**src/design/mcr_pkg.sv**
```systemverilog
// ----------------------------------------------------------------------------
// mcr_pkg
// Shared types and constants of the midpoint circle rasterizer.
// ----------------------------------------------------------------------------
`default_nettype none

package mcr_pkg;

    // input opcodes
    localparam logic C_OP_START = 1'b0;
    localparam logic C_OP_STEP  = 1'b1;

    // configuration register indexes
    localparam logic C_REG_WIDTH  = 1'b0;
    localparam logic C_REG_HEIGHT = 1'b1;

    // screen size after reset
    localparam logic [10:0] C_WIDTH_RESET  = 11'd480;
    localparam logic [10:0] C_HEIGHT_RESET = 11'd800;

    // midpoint decision constants
    localparam logic [11:0] C_DEC_INIT    = 12'd3;
    localparam logic [11:0] C_DEC_INC_POS = 12'd6;
    localparam logic [11:0] C_DEC_INC_NEG = 12'd10;

    // dot index of the eighth dot in a step
    localparam logic [2:0] C_LAST_DOT = 3'd7;

    // one step worth of geometry handed to the dot emitter
    typedef struct packed {
        logic [10:0] x0;
        logic [10:0] y0;
        logic [7:0]  a;
        logic [7:0]  b;
        logic [15:0] color;
        logic        done;
    } t_step;

endpackage

`default_nettype wire

```
**src/design/mcr_step.sv**
```systemverilog
// ----------------------------------------------------------------------------
// mcr_step
// Circle state and midpoint update; turns each accepted step word into
// the geometry of its eight dots.
// ----------------------------------------------------------------------------
`default_nettype none

module mcr_step
    import mcr_pkg::*;
(
    input  wire logic        i_clk,
    input  wire logic        i_rst_n,
    input  wire logic        i_accept,
    input  wire logic        i_opcode,
    input  wire logic [10:0] i_center_x,
    input  wire logic [10:0] i_center_y,
    input  wire logic [7:0]  i_radius,
    input  wire logic        i_filled,
    input  wire logic [15:0] i_color,
    output logic             o_fire,
    output t_step            o_step
);

    logic        r_busy;
    logic        r_fill_mode;
    logic [10:0] r_origin_x;
    logic [10:0] r_origin_y;
    logic [15:0] r_pen_color;
    logic [7:0]  r_step_a;
    logic [7:0]  r_step_b;
    logic [7:0]  r_inner_pos;
    logic [11:0] r_decision;

    logic        n_busy;
    logic [7:0]  n_step_a;
    logic [7:0]  n_step_b;
    logic [7:0]  n_inner_pos;
    logic [11:0] n_decision;

    logic [8:0]        a_inc;
    logic signed [9:0] b_new;
    logic [11:0]       dec_adv;
    logic              adv_done;
    logic              do_adv;
    logic              done;

    // midpoint update of a, b and the decision
    always_comb begin
        a_inc = {1'b0, r_step_a} + 9'd1;
        if (r_decision[11]) begin
            dec_adv = r_decision + {1'b0, a_inc, 2'b00} + C_DEC_INC_POS;
            b_new   = signed'({2'b00, r_step_b});
        end else begin
            dec_adv = r_decision + C_DEC_INC_NEG
                    + ({1'b0, a_inc, 2'b00} - {2'b00, r_step_b, 2'b00});
            b_new   = signed'({2'b00, r_step_b}) - 10'sd1;
        end
        adv_done = signed'({1'b0, a_inc}) > b_new;
    end

    // filled mode advances only after the last inner row of an a value
    always_comb begin
        do_adv = !r_fill_mode
               || (({1'b0, r_inner_pos} + 9'd1) > {1'b0, r_step_b});
        done   = do_adv && adv_done;
        o_fire = i_accept && (i_opcode == C_OP_STEP) && r_busy;

        o_step.x0    = r_origin_x;
        o_step.y0    = r_origin_y;
        o_step.a     = r_step_a;
        o_step.b     = r_fill_mode ? r_inner_pos : r_step_b;
        o_step.color = r_pen_color;
        o_step.done  = done;
    end

    // next state of the step variables on a step word
    always_comb begin
        n_busy      = r_busy;
        n_step_a    = r_step_a;
        n_step_b    = r_step_b;
        n_inner_pos = r_inner_pos;
        n_decision  = r_decision;
        if (do_adv) begin
            n_step_a    = a_inc[7:0];
            n_step_b    = b_new[7:0];
            n_inner_pos = a_inc[7:0];
            n_decision  = dec_adv;
            n_busy      = !adv_done;
        end else begin
            n_inner_pos = r_inner_pos + 8'd1;
        end
    end

    // state registers
    always_ff @(posedge i_clk) begin
        if (!i_rst_n) begin
            r_busy      <= 1'b0;
            r_fill_mode <= 1'b0;
            r_origin_x  <= '0;
            r_origin_y  <= '0;
            r_pen_color <= '0;
            r_step_a    <= '0;
            r_step_b    <= '0;
            r_inner_pos <= '0;
            r_decision  <= '0;
        end else if (i_accept && (i_opcode == C_OP_START)) begin
            r_busy      <= 1'b1;
            r_fill_mode <= i_filled;
            r_origin_x  <= i_center_x;
            r_origin_y  <= i_center_y;
            r_pen_color <= i_color;
            r_step_a    <= '0;
            r_step_b    <= i_radius;
            r_inner_pos <= '0;
            r_decision  <= C_DEC_INIT - {3'b000, i_radius, 1'b0};
        end else if (o_fire) begin
            r_busy      <= n_busy;
            r_step_a    <= n_step_a;
            r_step_b    <= n_step_b;
            r_inner_pos <= n_inner_pos;
            r_decision  <= n_decision;
        end
    end

endmodule

`default_nettype wire

```
**src/design/mcr_emit.sv**
```systemverilog
// ----------------------------------------------------------------------------
// mcr_emit
// Holds one step and sends its eight mirrored dots, one per cycle while
// the output does not stall, through an output register with screen clipping.
// ----------------------------------------------------------------------------
`default_nettype none

module mcr_emit
    import mcr_pkg::*;
(
    input  wire logic               i_clk,
    input  wire logic               i_rst_n,
    input  wire logic               i_load,
    input  wire t_step              i_step,
    input  wire logic [10:0]        i_width,
    input  wire logic [10:0]        i_height,
    input  wire logic               i_out_stall,
    output logic                    o_ready,
    output logic                    o_out_valid,
    output logic signed [12:0]      o_dot_x,
    output logic signed [12:0]      o_dot_y,
    output logic [15:0]             o_dot_color,
    output logic                    o_visible,
    output logic                    o_last_of_step,
    output logic                    o_circle_done
);

    t_step       r_buf;
    logic        r_buf_valid;
    logic [2:0]  r_idx;
    logic        r_out_valid;

    logic        adv;
    logic        x_use_b;
    logic        x_neg;
    logic        y_use_b;
    logic        y_neg;
    logic [12:0] x_off;
    logic [12:0] y_off;
    logic [12:0] n_x;
    logic [12:0] n_y;
    logic        n_vis;
    logic        n_last;

    // handshake between buffer and output register
    always_comb begin
        adv     = r_buf_valid && (!r_out_valid || !i_out_stall);
        o_ready = !r_buf_valid || (adv && (r_idx == C_LAST_DOT));
    end

    // octant selection per dot index
    always_comb begin
        x_use_b = 1'b0;
        x_neg   = 1'b0;
        y_use_b = 1'b0;
        y_neg   = 1'b0;
        case (r_idx)
            3'd0: begin y_use_b = 1'b1; y_neg = 1'b1; end
            3'd1: begin x_use_b = 1'b1; y_neg = 1'b1; end
            3'd2: begin x_use_b = 1'b1; end
            3'd3: begin y_use_b = 1'b1; end
            3'd4: begin x_neg = 1'b1; y_use_b = 1'b1; end
            3'd5: begin x_neg = 1'b1; x_use_b = 1'b1; end
            3'd6: begin x_neg = 1'b1; y_use_b = 1'b1; y_neg = 1'b1; end
            default: begin x_neg = 1'b1; x_use_b = 1'b1; y_neg = 1'b1; end
        endcase
    end

    // dot position and clipping
    always_comb begin
        x_off  = {5'b0, (x_use_b ? r_buf.b : r_buf.a)};
        y_off  = {5'b0, (y_use_b ? r_buf.b : r_buf.a)};
        n_x    = x_neg ? ({2'b00, r_buf.x0} - x_off) : ({2'b00, r_buf.x0} + x_off);
        n_y    = y_neg ? ({2'b00, r_buf.y0} - y_off) : ({2'b00, r_buf.y0} + y_off);
        n_vis  = !n_x[12] && !n_y[12]
               && (n_x[11:0] < {1'b0, i_width})
               && (n_y[11:0] < {1'b0, i_height});
        n_last = (r_idx == C_LAST_DOT);
    end

    // control registers
    always_ff @(posedge i_clk) begin
        if (!i_rst_n) begin
            r_buf_valid <= 1'b0;
            r_idx       <= '0;
            r_out_valid <= 1'b0;
        end else begin
            if (adv) begin
                r_idx <= r_idx + 3'd1;
                if (r_idx == C_LAST_DOT) begin
                    r_buf_valid <= 1'b0;
                end
            end
            if (i_load) begin
                r_buf_valid <= 1'b1;
                r_idx       <= '0;
            end
            if (adv) begin
                r_out_valid <= 1'b1;
            end else if (!i_out_stall) begin
                r_out_valid <= 1'b0;
            end
        end
    end

    // payload registers
    always_ff @(posedge i_clk) begin
        if (i_load) begin
            r_buf <= i_step;
        end
        if (adv) begin
            o_dot_x        <= signed'(n_x);
            o_dot_y        <= signed'(n_y);
            o_dot_color    <= r_buf.color;
            o_visible      <= n_vis;
            o_last_of_step <= n_last;
            o_circle_done  <= n_last && r_buf.done;
        end
    end

    assign o_out_valid = r_out_valid;

endmodule

`default_nettype wire

```
**src/design/midpoint_circle_rasterizer.sv**
```systemverilog
// ----------------------------------------------------------------------------
// midpoint_circle_rasterizer
// Midpoint circle rasterizer: start and step words in, clipped dots out.
// ----------------------------------------------------------------------------
// Usage:
//   Input channel (i_in_valid / o_in_stall): a start word (opcode 0) loads
//   centre, radius, fill mode and colour and produces no dots. Each step
//   word (opcode 1) produces eight mirrored dots; steps with no circle
//   running are taken and dropped.
//   Output channel (o_out_valid / i_out_stall): one dot per word, with the
//   eighth flagged by last_of_step and, on the final step, circle_done.
//   A taken step goes into the step buffer and its first dot into the
//   dot output register; the other seven follow one per cycle while
//   the output does not stall. With the single dot output register,
//   the next step is taken on the clock that registers the eighth dot.
//   A stall on the output holds the current dot and, once the step buffer
//   is full, stalls the input.
//   Reset (synchronous, active low) ends any circle, empties the buffers
//   and sets the screen to 480 x 800. The user must write the screen size
//   through the cfg port while the block is idle; the block does not enforce it.
// ----------------------------------------------------------------------------
`default_nettype none

module midpoint_circle_rasterizer
    import mcr_pkg::*;
(
    input  wire logic               i_clk,
    input  wire logic               i_rst_n,
    input  wire logic               i_cfg_we,
    input  wire logic               i_cfg_index,
    input  wire logic [10:0]        i_cfg_data,
    input  wire logic               i_in_valid,
    output logic                    o_in_stall,
    input  wire logic               i_opcode,
    input  wire logic [10:0]        i_center_x,
    input  wire logic [10:0]        i_center_y,
    input  wire logic [7:0]         i_radius,
    input  wire logic               i_filled,
    input  wire logic [15:0]        i_color,
    output logic                    o_out_valid,
    input  wire logic               i_out_stall,
    output logic signed [12:0]      o_dot_x,
    output logic signed [12:0]      o_dot_y,
    output logic [15:0]             o_dot_color,
    output logic                    o_visible,
    output logic                    o_last_of_step,
    output logic                    o_circle_done
);

    logic [10:0] r_width;
    logic [10:0] r_height;
    logic        ready;
    logic        accept;
    logic        fire;
    t_step       step;

    // screen size registers
    always_ff @(posedge i_clk) begin
        if (!i_rst_n) begin
            r_width  <= C_WIDTH_RESET;
            r_height <= C_HEIGHT_RESET;
        end else if (i_cfg_we) begin
            unique case (i_cfg_index)
                C_REG_WIDTH:  r_width  <= i_cfg_data;
                C_REG_HEIGHT: r_height <= i_cfg_data;
                default: ;
            endcase
        end
    end

    // input handshake
    assign o_in_stall = !ready;
    assign accept     = i_in_valid && ready;

    mcr_step u_step (
        .i_clk      (i_clk),
        .i_rst_n    (i_rst_n),
        .i_accept   (accept),
        .i_opcode   (i_opcode),
        .i_center_x (i_center_x),
        .i_center_y (i_center_y),
        .i_radius   (i_radius),
        .i_filled   (i_filled),
        .i_color    (i_color),
        .o_fire     (fire),
        .o_step     (step)
    );

    mcr_emit u_emit (
        .i_clk          (i_clk),
        .i_rst_n        (i_rst_n),
        .i_load         (fire),
        .i_step         (step),
        .i_width        (r_width),
        .i_height       (r_height),
        .i_out_stall    (i_out_stall),
        .o_ready        (ready),
        .o_out_valid    (o_out_valid),
        .o_dot_x        (o_dot_x),
        .o_dot_y        (o_dot_y),
        .o_dot_color    (o_dot_color),
        .o_visible      (o_visible),
        .o_last_of_step (o_last_of_step),
        .o_circle_done  (o_circle_done)
    );

endmodule

`default_nettype wire

```
**config.mk**
```make
export PLATFORM = sky130hd
export DESIGN_NAME = midpoint_circle_rasterizer
export DESIGN_NICKNAME = d
export VERILOG_FILES = /design/src/design/mcr_pkg.sv /design/src/design/mcr_step.sv /design/src/design/mcr_emit.sv /design/src/design/midpoint_circle_rasterizer.sv
export SDC_FILE = /design/constraint.sdc
export NUM_CORES = 1
export LEC_CHECK = 0
export BUFFER_PORTS_ARGS = -buffer_cell sky130_fd_sc_hd__clkbuf_2
export CAP_MARGIN = 5
export CORE_ASPECT_RATIO = 1.5
export CORE_UTILIZATION = 23
export CTS_BUF_LIST = sky130_fd_sc_hd__clkbuf_8
export CTS_CLUSTER_DIAMETER = 150
export DETAILED_ROUTE_END_ITERATION = 7
export HOLD_SLACK_MARGIN = 0.08
export RECOVER_POWER = 50
export SLEW_MARGIN = 20
export SYNTH_ARGS = -nofsm -noshare
export SYNTH_HDL_FRONTEND = slang
export SYNTH_HIERARCHICAL = 1
export SYNTH_SLANG_ARGS = --single-unit
```
**constraint.sdc**
```tcl
create_clock -name i_clk -period 4.4 [get_ports i_clk]
set_clock_uncertainty 0.2 [all_clocks]
set_input_delay 0.22 -clock i_clk [delete_from_list [all_inputs] [get_ports i_clk]]
set_output_delay 0.22 -clock i_clk [all_outputs]
set_load 0.01 [all_outputs]
```
; ---- Word-level counts from Yosys, hierarchy flattened
; Cells that the tools add are included.
[op_classes]
muxes = 23
n_addsub = 15
n_lt_le_gt_ge = 4
reduce_logical = 37
bitwise = 3
eq_ne = 8
[op_table]
columns = op, count
row1 = $mux W8, 7
row2 = $mux W12, 4
row3 = $mux W13, 2
row4 = $add A11 B8 Y12, 2
row5 = $lt A12 B11 Y1, 2
row6 = $sub A11 B8 Y12, 2
row7 = $add A8 B1 Y9 const B, 2
row8 = $add A12 B11 Y12, 1
row9 = $add A12 B12 Y12, 1
row10 = $add A12 B3 Y12 const B, 1
row11 = $add A12 B4 Y12 const B, 1
row12 = $eq A3 B3 Y1 const B, 4
row13 = $reduce_or A4 Y1, 3
row14 = $sub A11 B10 Y12, 1
row15 = $logic_and A1 B1 Y1, 11
row16 = $gt A10 B10 Y1, 1
row17 = $mux W10, 1
row18 = $reduce_and A2 Y1, 5
row19 = $sub A2 B9 Y10 const A, 1
row20 = $gt A9 B8 Y1, 1
row21 = $mux W1, 9
row22 = $sub A8 B1 Y9 const B, 1
row23 = $add A8 B1 Y8 const B, 1
row24 = $logic_not A1 Y1, 8
row25 = other kinds (9), 18
[totals]
out_inout_bits = 47
elab_cells = 116
regBits = 203

; ---- Logic depth before layout (Yosys ltp)
[depth]
word_depth = 10
depth_mapped = 22
mapped_depth_nobuf = 21

; ---- Hierarchy
; The synthesis kept the hierarchy.
[modules_own_cells]
columns = mod, seq_area_each_um2, cells_per_inst, n_inst, area_per_inst_um2
row1 = mcr_emit, 3103.0, 461, 1, 5734.2
row2 = mcr_step, 1501.4, 654, 1, 5208.7
row3 = midpoint_circle_rasterizer, 440.4, 94, 1, 874.6

; ---- Least setup slack after synthesis
; OpenSTA, ideal clock, no wires.
[synth_path]
path_kind = register to register
start = reg u_emit.r_idx[1]
end = reg u_emit.o_visible, data pin
path_stages_with_launch = 22
path_slack_ns = -0.136
setup_time_ns = 0.150
arrival_time_ns = 4.187
path_buffers = 1
required_time_ns = 4.050
synth_period_minus_slack_ns = 4.536
path_cell_list = dfxtp_1 inv_1 ha_1 nor2_1 a21oi_1 buf_2 mux2_2 ha_1 fa_1 a21oi_1 nor2_1 o31ai_1 nand2_1 nand2_1 xnor2_1 ha_1 a21oi_1 a21boi_1 a2111oi_0 o31a_1 o2111ai_1 nor3_2
[synth_between]
word_cells_on_any_way = 26
classes_between = add/sub (4) / order compare (2) / eq/ne (6) / mux (5) / reduce/logical (9)
[synth_lines]
columns = element, line_no
row1 = from (decl), mcr_emit.sv:30  ; logic [2:0] r_idx;
row2 = from (signal assigned), mcr_emit.sv:89  ; r_idx <= r_idx + 3'd1;
row3 = $eq A3 B3 Y1 (tied with other cells), mcr_emit.sv:57  ; case (r_idx)
row4 = $reduce_or A4 Y1 (no line), -
row5 = $mux W8, mcr_emit.sv:71  ; x_off = {5'b0, (x_use_b ? r_buf.b : r_buf.a)};
row6 = $sub A11 B8 Y12 or $add A11 B8 Y12 (tied branches), mcr_emit.sv:73  ; n_x = x_neg ? ({2'b00, r_buf.x0} - x_off) : ({2'b00, r_buf.x0} + x_off);
row7 = $mux W13 (*), mcr_emit.sv:73
row8 = via u_emit.n_x[6], mcr_emit.sv:40  ; logic [12:0] n_x;
row9 = $lt A12 B11 Y1 (*), mcr_emit.sv:76  ; && (n_x[11:0] < {1'b0, i_width})
row10 = $logic_and A1 B1 Y1 (*), mcr_emit.sv:76
row11 = $logic_and A1 B1 Y1 (*), mcr_emit.sv:77  ; && (n_y[11:0] < {1'b0, i_height});
row12 = via u_emit.n_vis, mcr_emit.sv:42  ; logic n_vis;
row13 = to (signal assigned), mcr_emit.sv:115  ; o_visible <= n_vis;
row14 = to (decl), mcr_emit.sv:23  ; output logic o_visible,
; Mark *: on every way through the listed nets, which the timed path passes. The rest lies on a longest branch.
; A chain may end at the register's enable or synchronous reset.

; ---- Worst setup path after layout
[layout_path]
start = reg u_emit.r_idx[1]
end = reg u_emit.o_visible, data pin
[layout_between]
word_cells_on_any_way = 26
classes_between = add/sub (4) / order compare (2) / eq/ne (6) / mux (5) / reduce/logical (9)
[layout_lines]
columns = element, line_no
row1 = $eq A3 B3 Y1 (tied with other cells), mcr_emit.sv:57
row2 = $reduce_or A4 Y1 (no line), -
row3 = $mux W1, mcr_emit.sv:57
row4 = $mux W8, mcr_emit.sv:72  ; y_off = {5'b0, (y_use_b ? r_buf.b : r_buf.a)};
row5 = $sub A11 B8 Y12 or $add A11 B8 Y12 (tied branches), mcr_emit.sv:74  ; n_y = y_neg ? ({2'b00, r_buf.y0} - y_off) : ({2'b00, r_buf.y0} + y_off);
row6 = $mux W13 (*), mcr_emit.sv:74
row7 = via u_emit.n_y[9], mcr_emit.sv:41  ; logic [12:0] n_y;
row8 = $lt A12 B11 Y1 (*), mcr_emit.sv:77
row9 = $logic_and A1 B1 Y1 (*), mcr_emit.sv:77
row10 = via u_emit.n_vis, mcr_emit.sv:42
; Marks and branches as above.

==> results.py <==
metrics = {
    "floorplan": {
        "die_h_um": 279.6,
        "initial_core_util_pct": 23.32,
        "dieWidth_um": 187.1,
        "dieArea_um2": 52310,
        "fp-row-count": 101,
        "core_area_um2": 50670,
        "ios": 112,
    },
    "drt": {
        "viasPerCell": 4.405,
        "drtPass1Iterations": 5,
        "vias": 9589,
        "drcViolationCount": 0,
        "ant_nets": 0,
        "wirelength_um": 32840,
        "wire_per_inst_um": 15.09,
        "drtIter0Drc": 397,
    },
    "outcome": {
        "violations": "capacitance limit, slew limit, setup timing",
        "outcome": "finished, violations left",
    },
    "pwr": {
        "power_frac_seq_pct": 44.2,
        "p_int_mw": 3.406,
        "p_clk_share_pct": 35.5,
        "p_leak_nw": 6.323,
        "vdd_drop_max_v": 0.0001305,
        "pwr-share-comb_pct": 20.4,
        "power.density_nw_per_um2": 307.2,
        "p_sw_share_pct": 28.24,
        "switching_power_mw": 1.340,
    },
    "yosys": {
        "synthTopCellsByCount": "177 x nand2_1, 116 x ha_1, 102 x dfxtp_1",
        "syn_avg_cell_area_um2": 9.775,
        "syn-instance-count": 1209,
        "synth_cell_types": 81,
        "ys.flop_type": "dfxtp_1",
        "syn_nets": 1402,
        "ys_seq_area_share_pct": 42.69,
        "yosysWarnings": 6,
        "synthTopCellsByArea": "edfxtp_1 25%, dfxtp_1 17%, ha_1 12%",
        "syn-cell-area_um2": 11820,
        "synth.most_common_cell": "nand2_1",
        "synth_edf_count": 100,
        "synth_top_area_share_pct": 25.41,
        "synth_seq_cells": 202,
        "synth_top_area_cell": "edfxtp_1",
        "asyncSetResetFlopFracSynth_pct": 0,
    },
    "timing": {
        "hold_violations": 0,
        "slew_headroom_pct": -25.21,
        "setup_viol": 1,
        "period_share_pct": 102.2,
        "whs_ns": 0.2143,
        "rsz0062_at_grt": "true",
        "worst_slew_pin_slew_ns": 1.878,
        "fmax_mhz": 222.4,
        "slew_viol_final": 45,
        "period_minus_slack_ns": 4.497,
        "setup_ws_ns": -0.09707,
    },
    "cts": {
        "cts_tree": "built",
        "clk_latency_ns": 0.55,
        "cts_buffers": 35,
        "htreeDepth": 2,
        "cts_root_buf": "clkbuf_8",
        "cts_num_sinks": 202,
        "clockBufferDepth": 3,
        "clkTransAtPathRegs_ns": 0.06,
    },
    "place": {
        "dp_hpwl_um": 24690,
        "place_inst": 2025,
        "dp_slack_ns": -0.2197,
        "port_buffers": 111,
        "postPlaceCellArea_um2": 13640,
        "gp_congestion": 0.8512,
    },
    "final_layout": {
        "layout-drive-gt1-share_pct": 22.71,
        "final_nets": 1672,
        "syn2layout_area_growth_pct": 30.75,
        "final_cell_area_um2": 15450,
        "instances_no_fill": 2177,
    },
    "critical_path": {
        "critPathArrivalTime_ns": 4.68,
        "critPathCaptureType": "register",
        "critPathMaxFanout": 7,
        "path_class": "register to register",
        "cp.required_ns": 4.59,
        "critPathLaunchType": "register",
    },
    "hold_path": {
        "hold_path.class": "register to register",
    },
    "global_route": {
        "grt-ovfl-total": 0,
        "grt_max_degree": 55,
        "grt_pass1_wl_um": 52080,
        "track_usage_pct": 12.49,
        "first_global_vias": 10156,
        "grt_antenna_before_repair": 2,
    },
    "job": {
        "cap_violations": 1,
    },
}
-- cell families after synthesis --
| kind of cell | after synthesis | share of synthesized area (%) |
|---|---|---|
| compound gates | 260 | 15.01 |
| xor+xnor | 74 | 5.548 |
| fa+ha+maj | 129 | 14.40 |
| buf+inv | 147 | 5.082 |
| flops | 202 | 42.69 |
| mux | 35 | 3.145 |
| simple gates | 362 | 14.12 |
-- state kept, by name, summed over array words and instances, names as in the netlist, 11 cells and up --
signal	cells
r_width	11
u_emit/o_dot_x	13
u_emit/o_dot_y	13
r_height	11
u_emit/r_buf	55
u_step/r_pen_color	16
u_step/r_origin_y	11
u_step/r_decision	11
u_emit/o_dot_color	16
u_step/r_origin_x	11
-- worst max-delay path, stage by stage (launching register included) --
cell	delay, ns
dfxtp_4	0.40
inv_4	0.06
ha_4	0.16
nor3_4	0.19
a21oi_4	0.08
buf_6	0.15
buf_6	0.12
mux2_4	0.32
ha_4	0.17
buf_6	0.11
a211oi_2	0.22
o21bai_1	0.13
o311a_1	0.37
buf_4	0.14
buf_4	0.13
o311ai_4	0.23
nand2_2	0.09
xor2_2	0.17
ha_1	0.31
and4_1	0.18
o21ai_1	0.11
o2111ai_2	0.14
nor3_2	0.16
-- layout by cell type (no fill, tap or decap), types with 8 or more instances in the layout --
master           n
nand2_1        176
clkbuf_2       110
inv_1          108
ha_1           104
dfxtp_1        100
edfxtp_1       100
buf_4           98
dlygate4sd3_1   67
nor2_1          67
a21oi_1         53
xnor2_1         43
a21boi_0        43
clkbuf_8        40
o21ai_0         40
xor2_1          27
nand3_1         19
mux2i_1         18
nor2b_1         15
a211oi_1        15
o211ai_1        13
a21o_1          13
o21ai_1         12
ha_4            12
nor3_1          11
fa_1            11
a31oi_1          9
nand4_1          8
mux2_2           8
-- repair_timing --
| item | 4_1_cts | 5_1_grt |
|---|---|---|
| pin swaps | 13 | 19 |
| buffers inserted | 16 | 5 |
| hold buffers | 67 | 0 |
| endpoints found under the hold margin | 79 | 0 |
| endpoints found under the setup margin | 1 | 2 |
| resized for setup | 30 | 32 |
-- cell type report --
cell class	count	area (µm²)
repair buffers	281	2019
fillers	5216	35220
multi-input cells	860	6467
inverters	99	379.1
well taps	669	837.1
clock inverters	24	140.1
flip-flops and latches	202	5052
clock buffers	40	550.5
diodes	2	5.005
-- power groups by stage --
stage | combinational [mW] | sequential, mW | clock, mW
global placement | 0.851 | 2.13 | 0
finish | 0.967 | 2.10 | 1.68
CTS | 0.963 | 2.10 | 1.76
floorplan | 0.588 | 2.12 | 0
detailed placement | 0.870 | 2.14 | 0
global route | 1.08 | 2.10 | 1.81
-- worst paths after layout --
check	startpoint	end	slack [ns]	depth (start not counted)
max	u_emit/r_idx[1]	u_emit/o_visible	-0.1	22
min reg2reg	u_emit/r_buf[10]	u_emit/o_dot_color[9]	0.21	0
max reg2reg	u_emit/r_idx[1]	u_emit/o_visible	-0.1	22
min	u_emit/r_buf[10]	u_emit/o_dot_color[9]	0.21	0
-- routing by layer --
layer | part of all wire [%] | vias up | global-route usage, % | routed length, µm
met2 | 56 | 184 | 25.21 | 18290
met4 | 4.9 | 0 | 6.704 | 1597
met3 | 3.0 | 88 | 1.641 | 1000
met1 | 36 | 4549 | 12.02 | 11950
li1 | - | 4768 | - | -
met5 | 0 | - | 0 | 0
-- stage by stage --
stage	util (%)	total power, mW	setup TNS [ns]
2_1_floorplan	-	2.708	0
3_3_place_gp	26.92	2.984	-0.1886
3_5_place_dp	26.92	3.005	-0.2197
4_1_cts	30.13	4.817	-0.009333
5_1_grt	30.49	4.995	-0.2803
6_report	30.49	4.746	-0.09707
Note: power is estimated with default switching activity, not from simulation.
